**config.mk**
```make
export PLATFORM = sky130hd
export DESIGN_NAME = dual_motor_slew_ramp_drive_unit
export DESIGN_NICKNAME = d
export VERILOG_FILES = /design/src/rtl/core/dmsr_pkg.sv /design/src/rtl/core/dmsr_regs.sv /design/src/rtl/core/dmsr_cmd.sv /design/src/rtl/core/dmsr_ramp.sv /design/src/rtl/core/dual_motor_slew_ramp_drive_unit.sv
export SDC_FILE = /design/constraint.sdc
export NUM_CORES = 1
export LEC_CHECK = 0
export BUFFER_PORTS_ARGS = -buffer_cell sky130_fd_sc_hd__buf_2
export CAP_MARGIN = 20
export CORE_MARGIN = 5
export CORE_UTILIZATION = 55
export DETAILED_ROUTE_END_ITERATION = 6
export HOLD_SLACK_MARGIN = 0.1
export PLACE_DENSITY = 0.78
export SYNTH_ARGS = -nofsm -noshare
export SYNTH_HDL_FRONTEND = slang
export SYNTH_HIERARCHICAL = 1
export SYNTH_SLANG_ARGS = --single-unit
```
**constraint.sdc**
```tcl
create_clock -name clk -period 5.2 [get_ports clk]
set_clock_uncertainty 0.05 [all_clocks]
set_input_delay 0.52 -clock clk [delete_from_list [all_inputs] [get_ports clk]]
set_output_delay 0.52 -clock clk [all_outputs]
set_load 0.05 [all_outputs]
```
**src/rtl/core/dmsr_pkg.sv**
```systemverilog
// shared types, constants and helpers for the dual motor slew ramp drive
package dmsr_pkg;

	// apb address width: three 32-bit registers at 0, 4 and 8
	localparam int ADDR_W = 4;
	localparam int DATA_W = 32;

	// register indexes, taken from paddr[3:2]
	localparam logic [1:0] REG_MAX_SPEED   = 2'd0;
	localparam logic [1:0] REG_CLIMB_SPEED = 2'd1;
	localparam logic [1:0] REG_RAMP_STEP   = 2'd2;

	// register limits and reset values
	localparam logic [7:0] FULL_SCALE      = 8'd255;
	localparam logic [7:0] MAX_SPEED_FLOOR = 8'd50;
	localparam logic [7:0] RAMP_STEP_RESET = 8'd10;
	localparam logic [7:0] RAMP_STEP_MIN   = 8'd1;

	// current speed magnitude above which the drive counts as moving
	localparam logic [8:0] MOVING_LIMIT = 9'd5;

	// command codes
	typedef enum logic [3:0] {
		OP_TICK       = 4'd0,
		OP_STOP       = 4'd1,
		OP_FORWARD    = 4'd2,
		OP_BACKWARD   = 4'd3,
		OP_TURN_LEFT  = 4'd4,
		OP_TURN_RIGHT = 4'd5,
		OP_CLIMB      = 4'd6,
		OP_SET_SPEEDS = 4'd7,
		OP_ESTOP      = 4'd8
	} op_t;

	// configuration register contents
	typedef struct packed {
		logic [7:0] max_speed;
		logic [7:0] climb_speed;
		logic [7:0] ramp_step;
	} cfg_t;

	// per-request control from the command decoder
	typedef struct packed {
		logic tick;
		logic estop;
	} cmd_ctl_t;

	// magnitude of a 9-bit signed speed
	function automatic logic [8:0] mag9(input logic signed [8:0] v);
		logic [8:0] r;
		r = v[8] ? 9'(-v) : 9'(v);
		return r;
	endfunction

	// bridge duty: magnitude saturated to full scale
	function automatic logic [7:0] duty_of(input logic signed [8:0] v);
		logic [8:0] m;
		m = mag9(v);
		return m[8] ? FULL_SCALE : m[7:0];
	endfunction

endpackage

```
**src/rtl/core/dmsr_regs.sv**
```systemverilog
// apb configuration registers with write-side clamping
module dmsr_regs (
	input  logic                        clk,
	input  logic                        arst_n,
	input  logic                        psel,
	input  logic                        penable,
	input  logic                        pwrite,
	input  logic [dmsr_pkg::ADDR_W-1:0] paddr,
	input  logic [dmsr_pkg::DATA_W-1:0] pwdata,
	output logic [dmsr_pkg::DATA_W-1:0] prdata,
	output dmsr_pkg::cfg_t              cfg
);

	logic [7:0] max_speed_q;
	logic [7:0] climb_speed_q;
	logic [7:0] ramp_step_q;
	logic [7:0] wr_byte;
	logic [1:0] reg_idx;
	logic       wr_en;

	assign wr_byte = pwdata[7:0];
	assign reg_idx = paddr[3:2];
	assign wr_en   = psel & penable & pwrite;

	// register writes, clamped to their legal ranges
	always_ff @(posedge clk or negedge arst_n) begin
		if (!arst_n) begin
			max_speed_q   <= dmsr_pkg::FULL_SCALE;
			climb_speed_q <= dmsr_pkg::FULL_SCALE;
			ramp_step_q   <= dmsr_pkg::RAMP_STEP_RESET;
		end else if (wr_en) begin
			case (reg_idx)
				dmsr_pkg::REG_MAX_SPEED: begin
					max_speed_q <= (wr_byte < dmsr_pkg::MAX_SPEED_FLOOR) ?
						dmsr_pkg::MAX_SPEED_FLOOR : wr_byte;
				end
				dmsr_pkg::REG_CLIMB_SPEED: begin
					climb_speed_q <= (wr_byte < max_speed_q) ? max_speed_q : wr_byte;
				end
				dmsr_pkg::REG_RAMP_STEP: begin
					ramp_step_q <= (wr_byte < dmsr_pkg::RAMP_STEP_MIN) ?
						dmsr_pkg::RAMP_STEP_MIN : wr_byte;
				end
				default: begin
				end
			endcase
		end
	end

	// read mux
	always_comb begin
		case (reg_idx)
			dmsr_pkg::REG_MAX_SPEED:   prdata = {24'd0, max_speed_q};
			dmsr_pkg::REG_CLIMB_SPEED: prdata = {24'd0, climb_speed_q};
			dmsr_pkg::REG_RAMP_STEP:   prdata = {24'd0, ramp_step_q};
			default:                   prdata = '0;
		endcase
	end

	assign cfg.max_speed   = max_speed_q;
	assign cfg.climb_speed = climb_speed_q;
	assign cfg.ramp_step   = ramp_step_q;

endmodule

```
**src/rtl/core/dmsr_cmd.sv**
```systemverilog
// command decode: target speeds, emergency latch and tick/estop control
module dmsr_cmd (
	input  dmsr_pkg::op_t        op,
	input  logic signed [8:0]    speed_a,
	input  logic signed [8:0]    speed_b,
	input  dmsr_pkg::cfg_t       cfg,
	input  logic                 latch,
	input  logic signed [8:0]    left_target,
	input  logic signed [8:0]    right_target,
	output logic signed [8:0]    left_target_nxt,
	output logic signed [8:0]    right_target_nxt,
	output logic                 latch_nxt,
	output dmsr_pkg::cmd_ctl_t   ctl
);

	logic signed [8:0] max_s;
	logic signed [8:0] neg_max_s;
	logic signed [8:0] climb_s;
	logic signed [8:0] fwd_s;
	logic signed [8:0] neg_s;
	logic signed [8:0] climb_v;
	logic signed [8:0] set_a;
	logic signed [8:0] set_b;

	assign max_s     = $signed({1'b0, cfg.max_speed});
	assign neg_max_s = -max_s;
	assign climb_s   = $signed({1'b0, cfg.climb_speed});

	// single-speed clamps to zero..limit
	assign fwd_s   = speed_a[8] ? 9'sd0 : ((speed_a > max_s) ? max_s : speed_a);
	assign neg_s   = -fwd_s;
	assign climb_v = speed_a[8] ? 9'sd0 : ((speed_a > climb_s) ? climb_s : speed_a);

	// symmetric clamps for set speeds
	assign set_a = (speed_a < neg_max_s) ? neg_max_s :
		((speed_a > max_s) ? max_s : speed_a);
	assign set_b = (speed_b < neg_max_s) ? neg_max_s :
		((speed_b > max_s) ? max_s : speed_b);

	// next targets and latch per command
	always_comb begin
		left_target_nxt  = left_target;
		right_target_nxt = right_target;
		latch_nxt        = latch;
		ctl.tick         = 1'b0;
		ctl.estop        = 1'b0;
		case (op)
			dmsr_pkg::OP_TICK: begin
				ctl.tick = 1'b1;
			end
			dmsr_pkg::OP_STOP: begin
				left_target_nxt  = '0;
				right_target_nxt = '0;
				latch_nxt        = 1'b0;
			end
			dmsr_pkg::OP_FORWARD: begin
				if (!latch) begin
					left_target_nxt  = fwd_s;
					right_target_nxt = fwd_s;
				end
			end
			dmsr_pkg::OP_BACKWARD: begin
				if (!latch) begin
					left_target_nxt  = neg_s;
					right_target_nxt = neg_s;
				end
			end
			dmsr_pkg::OP_TURN_LEFT: begin
				if (!latch) begin
					left_target_nxt  = neg_s;
					right_target_nxt = fwd_s;
				end
			end
			dmsr_pkg::OP_TURN_RIGHT: begin
				if (!latch) begin
					left_target_nxt  = fwd_s;
					right_target_nxt = neg_s;
				end
			end
			dmsr_pkg::OP_CLIMB: begin
				if (!latch) begin
					left_target_nxt  = climb_v;
					right_target_nxt = climb_v;
				end
			end
			dmsr_pkg::OP_SET_SPEEDS: begin
				if (!latch) begin
					left_target_nxt  = set_a;
					right_target_nxt = set_b;
				end
			end
			dmsr_pkg::OP_ESTOP: begin
				left_target_nxt  = '0;
				right_target_nxt = '0;
				latch_nxt        = 1'b1;
				ctl.estop        = 1'b1;
			end
			default: begin
			end
		endcase
	end

endmodule

```
**src/rtl/core/dmsr_ramp.sv**
```systemverilog
// one channel slew limiter: step current speed toward target
module dmsr_ramp (
	input  logic signed [8:0] cur,
	input  logic signed [8:0] tgt,
	input  logic [7:0]        step,
	output logic signed [8:0] nxt
);

	logic signed [9:0] diff;
	logic [9:0]        gap;
	logic signed [8:0] step_s;

	assign diff   = $signed({tgt[8], tgt}) - $signed({cur[8], cur});
	assign gap    = diff[9] ? 10'(-diff) : 10'(diff);
	assign step_s = $signed({1'b0, step});

	// snap when within one step, else move by one step
	always_comb begin
		if (gap <= {2'b00, step}) begin
			nxt = tgt;
		end else if (!diff[9]) begin
			nxt = cur + step_s;
		end else begin
			nxt = cur - step_s;
		end
	end

endmodule

```
**src/rtl/core/dual_motor_slew_ramp_drive_unit.sv**
```systemverilog
// top level: dual motor slew ramp drive with apb configuration
// a request waits in the input register until the result register is free, then its result is registered there
// throughput: one request per cycle while the sink keeps up; the state update is a single
// compare and add per channel between the input register and the result register
// reset: targets, current speeds and drives clear, latch clear, registers to defaults
module dual_motor_slew_ramp_drive_unit (
	input  logic                        clk,
	input  logic                        arst_n,
	// request channel
	input  logic                        in_valid,
	output logic                        in_ready,
	input  logic [3:0]                  opcode,
	input  logic signed [8:0]           speed_a,
	input  logic signed [8:0]           speed_b,
	// result channel
	output logic                        out_valid,
	input  logic                        out_ready,
	output logic [7:0]                  left_duty,
	output logic                        left_reverse,
	output logic [7:0]                  right_duty,
	output logic                        right_reverse,
	output logic signed [8:0]           left_now,
	output logic signed [8:0]           right_now,
	output logic                        moving,
	output logic                        halted,
	// configuration port
	input  logic                        psel,
	input  logic                        penable,
	input  logic                        pwrite,
	input  logic [dmsr_pkg::ADDR_W-1:0] paddr,
	input  logic [dmsr_pkg::DATA_W-1:0] pwdata,
	output logic [dmsr_pkg::DATA_W-1:0] prdata,
	output logic                        pready
);

	dmsr_pkg::cfg_t     cfg;
	dmsr_pkg::cmd_ctl_t ctl;

	// input stage
	logic              valid_s1;
	dmsr_pkg::op_t     op_s1;
	logic signed [8:0] speed_a_s1;
	logic signed [8:0] speed_b_s1;

	// drive state
	logic signed [8:0] left_target_q;
	logic signed [8:0] right_target_q;
	logic signed [8:0] left_current_q;
	logic signed [8:0] right_current_q;
	logic signed [8:0] left_drive_q;
	logic signed [8:0] right_drive_q;
	logic              latch_q;

	// next state
	logic signed [8:0] left_target_nxt;
	logic signed [8:0] right_target_nxt;
	logic              latch_nxt;
	logic signed [8:0] left_ramp;
	logic signed [8:0] right_ramp;
	logic signed [8:0] left_current_nxt;
	logic signed [8:0] right_current_nxt;
	logic signed [8:0] left_drive_nxt;
	logic signed [8:0] right_drive_nxt;

	// result register
	logic              out_valid_q;
	logic [7:0]        left_duty_q;
	logic              left_reverse_q;
	logic [7:0]        right_duty_q;
	logic              right_reverse_q;
	logic signed [8:0] left_now_q;
	logic signed [8:0] right_now_q;
	logic              moving_q;
	logic              halted_q;

	logic advance;

	assign pready = 1'b1;

	dmsr_regs u_regs (
		.clk     (clk),
		.arst_n  (arst_n),
		.psel    (psel),
		.penable (penable),
		.pwrite  (pwrite),
		.paddr   (paddr),
		.pwdata  (pwdata),
		.prdata  (prdata),
		.cfg     (cfg)
	);

	// handshake: the input stage moves on when the result register is empty or being taken by the sink
	assign advance  = valid_s1 & (~out_valid_q | out_ready);
	assign in_ready = ~valid_s1 | advance;

	// input register
	always_ff @(posedge clk or negedge arst_n) begin
		if (!arst_n) begin
			valid_s1 <= 1'b0;
		end else if (in_ready) begin
			valid_s1 <= in_valid;
		end
	end

	always_ff @(posedge clk) begin
		if (in_valid && in_ready) begin
			op_s1      <= dmsr_pkg::op_t'(opcode);
			speed_a_s1 <= speed_a;
			speed_b_s1 <= speed_b;
		end
	end

	dmsr_cmd u_cmd (
		.op               (op_s1),
		.speed_a          (speed_a_s1),
		.speed_b          (speed_b_s1),
		.cfg              (cfg),
		.latch            (latch_q),
		.left_target      (left_target_q),
		.right_target     (right_target_q),
		.left_target_nxt  (left_target_nxt),
		.right_target_nxt (right_target_nxt),
		.latch_nxt        (latch_nxt),
		.ctl              (ctl)
	);

	dmsr_ramp u_ramp_left (
		.cur  (left_current_q),
		.tgt  (left_target_q),
		.step (cfg.ramp_step),
		.nxt  (left_ramp)
	);

	dmsr_ramp u_ramp_right (
		.cur  (right_current_q),
		.tgt  (right_target_q),
		.step (cfg.ramp_step),
		.nxt  (right_ramp)
	);

	// current speed and drive update
	always_comb begin
		left_current_nxt  = left_current_q;
		right_current_nxt = right_current_q;
		left_drive_nxt    = left_drive_q;
		right_drive_nxt   = right_drive_q;
		if (ctl.estop) begin
			left_current_nxt  = '0;
			right_current_nxt = '0;
			left_drive_nxt    = '0;
			right_drive_nxt   = '0;
		end else if (ctl.tick) begin
			left_current_nxt  = left_ramp;
			right_current_nxt = right_ramp;
			if (!latch_q) begin
				left_drive_nxt  = left_ramp;
				right_drive_nxt = right_ramp;
			end
		end
	end

	// state registers
	always_ff @(posedge clk or negedge arst_n) begin
		if (!arst_n) begin
			left_target_q   <= '0;
			right_target_q  <= '0;
			left_current_q  <= '0;
			right_current_q <= '0;
			left_drive_q    <= '0;
			right_drive_q   <= '0;
			latch_q         <= 1'b0;
		end else if (advance) begin
			left_target_q   <= left_target_nxt;
			right_target_q  <= right_target_nxt;
			left_current_q  <= left_current_nxt;
			right_current_q <= right_current_nxt;
			left_drive_q    <= left_drive_nxt;
			right_drive_q   <= right_drive_nxt;
			latch_q         <= latch_nxt;
		end
	end

	// result valid
	always_ff @(posedge clk or negedge arst_n) begin
		if (!arst_n) begin
			out_valid_q <= 1'b0;
		end else if (advance) begin
			out_valid_q <= 1'b1;
		end else if (out_ready) begin
			out_valid_q <= 1'b0;
		end
	end

	// result payload
	always_ff @(posedge clk) begin
		if (advance) begin
			left_duty_q     <= dmsr_pkg::duty_of(left_drive_nxt);
			left_reverse_q  <= left_drive_nxt[8];
			right_duty_q    <= dmsr_pkg::duty_of(right_drive_nxt);
			right_reverse_q <= right_drive_nxt[8];
			left_now_q      <= left_current_nxt;
			right_now_q     <= right_current_nxt;
			moving_q        <= (dmsr_pkg::mag9(left_current_nxt) > dmsr_pkg::MOVING_LIMIT) |
				(dmsr_pkg::mag9(right_current_nxt) > dmsr_pkg::MOVING_LIMIT);
			halted_q        <= latch_nxt;
		end
	end

	assign out_valid     = out_valid_q;
	assign left_duty     = left_duty_q;
	assign left_reverse  = left_reverse_q;
	assign right_duty    = right_duty_q;
	assign right_reverse = right_reverse_q;
	assign left_now      = left_now_q;
	assign right_now     = right_now_q;
	assign moving        = moving_q;
	assign halted        = halted_q;

	// latched stop holds both targets at zero
	a_latch_targets_zero: assert property (@(posedge clk) disable iff (!arst_n)
		latch_q |-> (left_target_q == 9'sd0) && (right_target_q == 9'sd0))
		else $error("targets nonzero while emergency latch set");

	// latched stop holds both drives at zero
	a_latch_drive_zero: assert property (@(posedge clk) disable iff (!arst_n)
		latch_q |-> (left_drive_q == 9'sd0) && (right_drive_q == 9'sd0))
		else $error("drive nonzero while emergency latch set");

	// a halted result never shows bridge drive
	a_halted_result: assert property (@(posedge clk) disable iff (!arst_n)
		(out_valid_q && halted_q) |-> (left_duty_q == 8'd0) && (right_duty_q == 8'd0))
		else $error("halted result carries nonzero duty");

	// a result waiting for the sink keeps the input stage from moving on
	a_no_overrun: assert property (@(posedge clk) disable iff (!arst_n)
		(out_valid_q && !out_ready) |-> !advance)
		else $error("input stage advanced over a pending result");

endmodule

```
==> impl_metrics.py, run 1 <==
metrics = {
    "synth": {
        "ys_seq_elements": 141,
        "async_flop_share": 0.574,
        "synth_edf_count": 60,
        "synth_top_family_by_area": "compound AO/OA/AOI/OAI gates",
        "ys_warn_count": 6,
        "ys_types": 95,
        "seq_area_frac_synth": 0.296,
        "syn_avg_cell_area_um2": 9.02,
        "syn_inst": 1442,
        "synth-simple-area-share": 0.160,
        "synth_xor_area_frac": 0.0384,
        "muxShareOfSynthArea": 0.132,
        "synthAdderAreaFrac": 0.109,
        "synth_top_flop_cell": "dfrtp_1",
        "netlist_area_mm2": 0.0130,
        "synth-compound-area-share": 0.192,
    },
    "global_route": {
        "grt.overflow.total": 0,
        "grt_pass1_wl_mm": 60.5,
        "antenna_found_initial": 0,
        "grt_pass1_vias": 11700,
        "grt_max_degree": 64,
        "track_usage": 0.280,
    },
    "critical_path": {
        "reg2reg_from": "left_current_q[0]",
        "cpMaxStageDelayCell": "dfrtp_1",
        "crit_cells": 23,
        "r2r-end": "moving",
        "path_max_fanout": 6,
        "start_kind": "flip-flop",
        "path_buf_inv": 1,
        "worstSetupPathType": "flip-flop to flip-flop",
        "r2r_setup_slack_ns": -0.24,
        "rr_worst_depth": 23,
        "cp-end-kind": "flip-flop",
        "endpoint": "moving",
        "worstSetupStartpoint": "left_current_q[0]",
        "slowest_delay_ns": 0.42,
        "cp_cell_sequence": "ha_4 > fa_2 > and2b_2 > o2111a_1 > o21ai_1 > a22o_1 > a41oi_2 > xnor2_1 > ha_1 > nand2_1 > a21oi_2 > o41ai_2 > o2bb2ai_1 > or3b_1 > mux2_4 > buf_6 > mux2_4 > or3b_4 > and2_4 > o311ai_4 > nand2_1 > nor4_2 > nand4_1",
        "arrival_ns": 5.56,
        "worst_ep_required_time_ns": 5.32,
        "cp_top_family": "simple AND/OR/NAND/NOR gates",
    },
    "routing": {
        "wl_mm": 39.3,
        "drtIter0Drc": 1273,
        "drtPass1Iterations": 5,
        "wl_per_cell_um": 19.8,
        "dr_total_vias": 12400,
        "ant_nets": 0,
        "via_per_inst": 6.22,
        "drc": 0,
    },
    "sta": {
        "holdWs_ns": 0.208,
        "fmax_mhz": 184,
        "max-slew-margin-rel": 0.277,
        "fin_ws_ns": -0.240,
        "worst_pin_slew_ns": 1.08,
        "finalCritPeriodShare": 1.05,
        "setup_violations": 13,
        "fin_crit_ns": 5.44,
        "slew_violations": 0,
        "rsz0062_at_grt": "true",
        "hold_viol": 0,
    },
    "cts": {
        "clock_sinks": 141,
        "cts_tree": "done",
        "path_clk_slew_ns": 0.07,
        "htreeDepth": 4,
        "insertion_delay_ns": 0.44,
        "cts_buffer_depth": 2,
        "cts-root-buf": "clkbuf_16",
        "cts_buffers": 17,
    },
    "die": {
        "die_x_um": 164,
        "fp.dieH_um": 164,
        "core-area_mm2": 0.0234,
        "pin_count": 138,
        "initial_utilization": 0.556,
        "die_area_mm2": 0.0268,
        "rows": 56,
    },
    "layout": {
        "finalNetCount": 1831,
        "num_antenna_cells": 0,
        "layout-drive-gt1-share": 0.320,
        "fin_cells": 1987,
        "areaGrowthSynthToFinish_pct": 22.6,
        "num-fill-cells": 1843,
    },
    "place": {
        "portBuffers": 86,
        "gp_congestion": 0.975,
        "placed_cells": 1926,
        "place_hpwl_mm": 28.3,
    },
    "run": {
        "max-cap-violations": 0,
    },
    "run_status": {
        "violations": "negative setup slack",
        "outcome": "finished, violations left",
    },
    "min_path": {
        "hp-class": "input pin to flip-flop",
        "holdPathStages": 1,
    },
}
==> cell usage in the layout (no fill, tap or decap), types with 26 or more instances in the layout <==
master	synthesis	final
nor2_1	124	115
a21oi_1	92	82
o21ai_0	92	83
buf_2	14	85
inv_1	94	87
nor3_1	29	26
edfxtp_1	60	60
mux2_2	60	60
nand2_1	92	90
xnor2_1	42	39
dfrtp_1	63	63
mux2i_1	75	61
buf_4	32	168
ha_1	107	94
==> cell usage after synthesis, types with 22 or more instances <==
cell	number	share of area
o21ai_0	92	0.035
nand2_1	92	0.027
nor2b_1	22	0.011
nor3_1	29	0.011
inv_1	94	0.027
clkbuf_1	29	0.0084
xnor2_1	42	0.028
dfrtp_1	63	0.12
mux2_2	60	0.052
mux2i_1	75	0.058
edfxtp_1	60	0.14
ha_1	107	0.10
nor2_1	124	0.036
buf_4	32	0.018
a21oi_1	92	0.035
==> worst min path at each step <==
stage	from	endpoint	slack, ns
after CTS	speed_b[8]	speed_b_s1[8]	0.20
after global routing	speed_b[8]	speed_b_s1[8]	0.19
after detailed placement	arst_n	right_drive_q[7]	0.38
after global placement	arst_n	right_drive_q[6]	0.37
final	speed_b[4]	speed_b_s1[4]	0.21
after floorplan	arst_n	latch_q	0.17
==> per-stage QoR <==
step           instance area (um2)  worst slack, ns  setup TNS [ns]   util
2_1_floorplan                13200          -0.0442         -0.0442      -
3_3_place_gp                 14500           -0.168           -1.06  0.621
3_5_place_dp                 14500           -0.350           -3.94  0.621
4_1_cts                      15400           -0.113          -0.391  0.660
5_1_grt                      16000           -0.454           -3.73  0.682
6_report                     16000           -0.240          -0.991  0.682
==> cell families (layout without fill, tap and decap cells) <==
family,after synthesis,after routing
AOI/OAI and AO/OA,379,379
xor gates and xnor gates,57,57
adders and majority gates,111,111
buffers and inverters,190,393
DFF,141,141
muxes,154,154
other,2,25
and+or+nand+nor,408,408
==> metal layers <==
layer  track usage  share of wire  vias up  wire (um)
met5             0              0        -          0
met4        0.0957          0.037        0       1440
met3        0.0462          0.070      114       2740
met2         0.482           0.49      594      19300
met1         0.359           0.40     5958      15900
li1              -              -     5690          -
==> layout make-up <==
cell class	count	area (um2)	share of cell area
inverter	95	357	0.0223
clock inverter	14	125	0.00784
multi-input combinational	1134	8960	0.562
timing repair buffer	266	1830	0.115
tap	319	399	0.0250
sequential	141	3850	0.241
clock buffer	18	429	0.0269
==> worst register-to-register path: stages, from the launching register on <==
cell and delay [ns]:
dfrtp_1 0.42, ha_4 0.18, fa_2 0.33, and2b_2 0.25
o2111a_1 0.20, o21ai_1 0.10, a22o_1 0.25, a41oi_2 0.15
xnor2_1 0.14, ha_1 0.28, nand2_1 0.10, a21oi_2 0.05
o41ai_2 0.06, o2bb2ai_1 0.18, or3b_1 0.37, mux2_4 0.33
buf_6 0.14, mux2_4 0.30, or3b_4 0.41, and2_4 0.17
o311ai_4 0.21, nand2_1 0.11, nor4_2 0.27, nand4_1 0.10
==> registers in the layout, indices dropped and copies added (netlist names), 4 cells and up <==
signal                cells
left_current_q            9
left_drive_q              9
left_now                  9
left_target_q             9
right_current_q           9
right_drive_q             9
right_now                 9
right_target_q            9
speed_a_s1                9
speed_b_s1                9
left_duty                 8
right_duty                8
u_regs/climb_speed_q      8
u_regs/max_speed_q        8
u_regs/ramp_step_q        8
op_s1                     4
==> repair_timing <==
action | CTS | global route
hold buffers | 1 | 0
setup buffers | 10 | 20
pin swaps | 28 | 56
setup endpoints to repair | 17 | 17
gates resized for setup | 63 | 77
endpoints found under the hold margin | 18 | 0
Power of run 1 is not shown: default switching activity piles up to over one toggle a cycle in this logic, so the estimate is an artifact.
==> run 2, diff against run 1 <==
==> constraint.sdc (replaced) <==
create_clock -name clk -period 4.9 [get_ports clk]
set_clock_uncertainty 0.05 [all_clocks]
set_input_delay 0.49 -clock clk [delete_from_list [all_inputs] [get_ports clk]]
set_output_delay 0.49 -clock clk [all_outputs]
set_load 0.05 [all_outputs]
==> impl_metrics.py, run 2 (synthesis results as in run 1) <==
metrics = {
    "global_route": {
        "grt_pass1_vias": 12300,
        "antenna_found_initial": 0,
        "track_usage": 0.291,
        "grt.overflow.total": 0,
        "grt_max_degree": 63,
        "grt_pass1_wl_mm": 62.8,
    },
    "die": {
        "fp.dieH_um": 164,
        "pin_count": 138,
        "core-area_mm2": 0.0234,
        "initial_utilization": 0.556,
        "die_x_um": 164,
        "die_area_mm2": 0.0268,
        "rows": 56,
    },
    "routing": {
        "drc": 0,
        "drtPass1Iterations": 6,
        "via_per_inst": 6.17,
        "ant_nets": 0,
        "drtIter0Drc": 1365,
        "wl_per_cell_um": 19.9,
        "dr_total_vias": 12600,
        "wl_mm": 40.7,
    },
    "sta": {
        "fin_crit_ns": 5.41,
        "finalCritPeriodShare": 1.10,
        "setup_violations": 19,
        "slew_violations": 0,
        "rsz0062_at_grt": "true",
        "fmax_mhz": 185,
        "worst_pin_slew_ns": 1.11,
        "fin_ws_ns": -0.511,
        "fin_tns_setup_ns": -5.95,
        "max-slew-margin-rel": 0.258,
        "hold_viol": 0,
    },
    "layout": {
        "final_cell_mix": "buf_4, nor2_1, ha_1",
        "seqCellArea_mm2": 0.00385,
        "multiInputGateArea_mm2": 0.00899,
        "layout-drive-gt1-share": 0.340,
        "final_common_cell": "buf_4",
        "num_antenna_cells": 0,
        "finalNetCount": 1885,
        "fin_cells": 2041,
        "num-fill-cells": 1763,
        "areaGrowthSynthToFinish_pct": 26.7,
    },
    "cts": {
        "cts_buffer_depth": 2,
        "cts_buffers": 17,
        "insertion_delay_ns": 0.44,
        "path_clk_slew_ns": 0.07,
        "cts_tree": "done",
        "cts-root-buf": "clkbuf_16",
        "clock_sinks": 141,
        "htreeDepth": 4,
    },
    "critical_path": {
        "cp_top_family": "compound AO/OA/AOI/OAI gates",
        "cp-end-kind": "flip-flop",
        "path_max_fanout": 7,
        "worstSetupPathType": "flip-flop to flip-flop",
        "r2r_setup_slack_ns": -0.51,
        "path_buf_inv": 1,
        "cpMaxStageDelayCell": "dfrtp_1",
        "worst_ep_required_time_ns": 5.02,
        "slowest_delay_ns": 0.37,
        "arrival_ns": 5.53,
        "start_kind": "flip-flop",
    },
    "place": {
        "placed_cells": 1983,
        "gp_congestion": 0.981,
        "portBuffers": 86,
        "place_hpwl_mm": 29.1,
    },
    "run_status": {
        "outcome": "finished, violations left",
        "violations": "negative setup slack",
    },
    "min_path": {
        "hp-class": "input pin to flip-flop",
    },
    "run": {
        "max-cap-violations": 0,
    },
}
==> run 2: cell count changes in the layout (fill, tap and decap cells not counted), sizes merged <==
cell    change
bufinv      +2
clkinv      +2
buf        +54
inv         -4
==> run 2: path summary, 6_finish.rpt <==
check / cells after the start / endpoint / start
setup / recovery: 25 / moving / left_target_q[0]
hold / removal: 1 / speed_b_s1[3] / speed_b[3]
setup reg to reg: 25 / moving / left_target_q[0]
hold reg to reg: 2 / right_drive_q[0] / right_drive_q[0]
max in group asynchronous: 3 / left_target_q[1] / arst_n
min in group asynchronous: 2 / right_drive_q[6] / arst_n
==> run 2: routing by layer <==
metal  up-vias  routed length, um  GRT usage
met1      6025              16200      0.367
met3       148               2800     0.0442
met4         0               1780      0.127
met2       642              19900      0.495
li1       5783                  -          -
met5         -                  0          0
==> run 2: per-stage QoR <==
| step | hold WS [ns] | worst slack (ns) | instance area [um2] | utilization |
|---|---|---|---|---|
| final | 0.173 | -0.511 | 16500 | 0.704 |
| after global routing | 0.166 | -0.791 | 16500 | 0.704 |
| after CTS | 0.159 | -0.397 | 16100 | 0.688 |
| after detailed placement | 0.351 | -0.602 | 15100 | 0.644 |
| after global placement | 0.347 | -0.412 | 15100 | 0.644 |
| after floorplan | 0.144 | -0.344 | 13300 | - |
==> run 2: worst reg2reg max path, cell delays in order, from the launching register on <==
cell and delay (ns):
dfrtp_1 0.37, inv_2 0.07, ha_4 0.16, fa_2 0.33, and2b_2 0.25, o2111a_1 0.19
o21ai_1 0.08, a22o_1 0.27, a41oi_2 0.20, xnor2_1 0.14, ha_1 0.28, nand2_1 0.08
a21oi_1 0.05, o41ai_2 0.05, o2bb2ai_1 0.17, or3b_1 0.37, mux2_4 0.34, mux2_4 0.35
mux2i_1 0.17, or2_4 0.16, ha_4 0.16, o21ai_2 0.07, or3_4 0.37, a21oi_2 0.15
o211a_1 0.16, nand4_1 0.09
==> run 2: timing repair <==
item                                    in CTS  in global routing
hold buffers                                 1                  0
pin swaps                                   37                 35
buffers inserted                            17                  9
endpoints found under the setup margin      31                 54
gates resized for setup                     67                 68
hold endpoints to repair                    19                  0
==> run 2: cell type report <==
type,instances,share of cell area
multi-input combinational,1134,0.545
clock buffer,18,0.0260
tap,319,0.0242
timing repair buffer,320,0.139
inverter,95,0.0219
clock inverter,14,0.00994
sequential,141,0.234
Power of run 2 is left out for the same reason.
==> run 3, diff against run 2 <==
--- a/config.mk
+++ b/config.mk
@@ -10,6 +10,7 @@
 export CORE_MARGIN = 5
 export CORE_UTILIZATION = 55
 export DETAILED_ROUTE_END_ITERATION = 6
+export GPL_TIMING_DRIVEN = 0
 export HOLD_SLACK_MARGIN = 0.1
 export PLACE_DENSITY = 0.78
 export SYNTH_ARGS = -nofsm -noshare
==> impl_metrics.py, run 3 (synthesis results as in run 1) <==
metrics = {
    "die": {
        "die_area_mm2": 0.0268,
        "core-area_mm2": 0.0234,
        "initial_utilization": 0.556,
        "fp.dieH_um": 164,
        "pin_count": 138,
        "rows": 56,
        "die_x_um": 164,
    },
    "cts": {
        "htreeDepth": 4,
        "path_clk_slew_ns": 0.07,
        "cts_buffer_depth": 2,
        "cts-root-buf": "clkbuf_16",
        "cts_tree": "done",
        "cts_buffers": 17,
        "insertion_delay_ns": 0.45,
        "clock_sinks": 141,
    },
    "global_route": {
        "antenna_found_initial": 0,
        "use_met3": 0.0514,
        "busiest_layer": "met2",
        "use_met2": 0.485,
        "grt.overflow.total": 0,
        "grt_pass1_vias": 11600,
        "track_usage": 0.288,
        "grtUsageMet1": 0.367,
        "grt_max_degree": 58,
        "grt_pass1_wl_mm": 61.5,
    },
    "critical_path": {
        "r2r-end": "moving",
        "worst_ep_required_time_ns": 5.01,
        "r2r_setup_slack_ns": -0.71,
        "cpMaxStageDelayCell": "dfrtp_1",
        "worstSetupStartpoint": "right_target_q[2]",
        "cp_cell_sequence": "ha_2 > o21ai_1 > a21oi_2 > o21ai_2 > o21ai_2 > buf_6 > clkbuf_16 > nor2_4 > xnor2_2 > ha_1 > o21ai_2 > a21oi_2 > o41ai_2 > o2bb2ai_1 > or3b_1 > mux2_4 > buf_6 > mux2_4 > nor3b_4 > o22ai_1 > o21ai_0 > o41ai_1 > nor3_1 > nand4_1",
        "rr_worst_depth": 24,
        "crit_cells": 24,
        "arrival_ns": 5.72,
        "reg2reg_from": "right_target_q[2]",
        "cp-end-kind": "flip-flop",
        "cpMostUsedCell": "o21ai_2",
        "cp_top_family": "compound AO/OA/AOI/OAI gates",
        "worstSetupPathType": "flip-flop to flip-flop",
        "endpoint": "moving",
        "slowest_delay_ns": 0.45,
        "start_kind": "flip-flop",
        "path_max_fanout": 8,
        "path_buf_inv": 3,
    },
    "place": {
        "place_hpwl_mm": 28.2,
        "portBuffers": 86,
        "placed_area_mm2": 0.0141,
        "gp_congestion": 0.951,
        "pre_cts_slack_ns": -1.18,
    },
    "layout": {
        "num_antenna_cells": 0,
        "final_cell_mix": "nor2_1, buf_4, buf_2",
        "final_common_cell": "nor2_1",
        "num-fill-cells": 1783,
        "fin_util": 0.689,
        "seqCellArea_mm2": 0.00388,
        "layout-drive-gt1-share": 0.321,
        "areaGrowthSynthToFinish_pct": 23.8,
        "multiInputGateArea_mm2": 0.00920,
        "finalNetCount": 1821,
        "stdcell_area_mm2": 0.0161,
    },
    "routing": {
        "wl_per_cell_um": 20.8,
        "ant_nets": 0,
        "dr_total_vias": 12400,
        "drtPass1Iterations": 7,
        "drc": 1,
        "drtIter0Drc": 1516,
        "via_per_inst": 6.26,
        "wl_mm": 41.0,
    },
    "sta": {
        "max-slew-margin-rel": 0.340,
        "hold_viol": 0,
        "setup_violations": 20,
        "finalCritPeriodShare": 1.14,
        "rsz0062_at_grt": "true",
        "fin_ws_ns": -0.709,
        "worst_pin_slew_ns": 0.990,
        "slew_violations": 0,
        "holdWs_ns": 0.162,
        "fmax_mhz": 178,
        "fin_crit_ns": 5.61,
    },
    "run": {
        "max-cap-violations": 0,
    },
    "min_path": {
        "holdPathStages": 1,
        "hp-class": "input pin to flip-flop",
    },
    "run_status": {
        "outcome": "finished, violations left",
        "violations": "design-rule violations, negative setup slack",
    },
}
## run 3: cell types whose count changed in the layout (fill, tap and decap cells not counted), moves of 7 or more
cell,delta
buf_4,-112
dfrtp_1,-19
o21ai_1,-7
dfrtp_2,+19
buf_2,+9
clkbuf_1,+25
nor2_1,-7
## run 3: cell type report
type	instances	share of cell area
tap	319	0.0248
timing repair inverter	1	0.000388
timing repair buffer	167	0.0691
clock buffer	18	0.0266
clock inverter	14	0.00815
buffer	87	0.0372
inverter	95	0.0224
multi-input combinational	1135	0.571
sequential	141	0.241
## run 3: timing repair
item,in CTS,in global routing
endpoints found under the setup margin,72,46
hold endpoints to repair,24,0
pin swaps,42,51
gates cloned,1,1
buffers inserted,42,37
hold buffers,1,0
gates resized for setup,88,98
## run 3: per-stage QoR
stage,setup TNS (ns),instances
after floorplan,-1.32,1465
after global placement,-13.47,1870
after detailed placement,-19.43,1871
after CTS,-3.02,1941
after global routing,-12.00,1977
final,-8.50,1977
## run 3: worst min-delay path by stage
stage,from,endpoint
3_3_place_gp,left_drive_q[1],left_drive_q[1]
4_1_cts,speed_b[4],speed_b_s1[4]
6_report,speed_b[4],speed_b_s1[4]
3_5_place_dp,arst_n,right_drive_q[5]
5_1_grt,speed_b[7],speed_b_s1[7]
2_1_floorplan,arst_n,latch_q
## run 3: per-layer routing
layer	up-vias	routed length, um
met2	699	19900
met4	0	1850
li1	5660	-
met5	-	0
met3	143	3340
met1	5870	15900
## run 3: worst reg2reg max path, delay by kind of cell (launching register included)
kind	cells	cell delay [ns]
XOR/XNOR	1	0.13
flip-flops	1	0.45
AND/OR/NAND/NOR	5	1.08
multiplexers	2	0.69
AO/OA/AOI/OAI	11	1.76
buffers and inverters	3	0.43
adder cells (fa/ha/maj)	2	0.76
Power of run 3 is left out for the same reason.
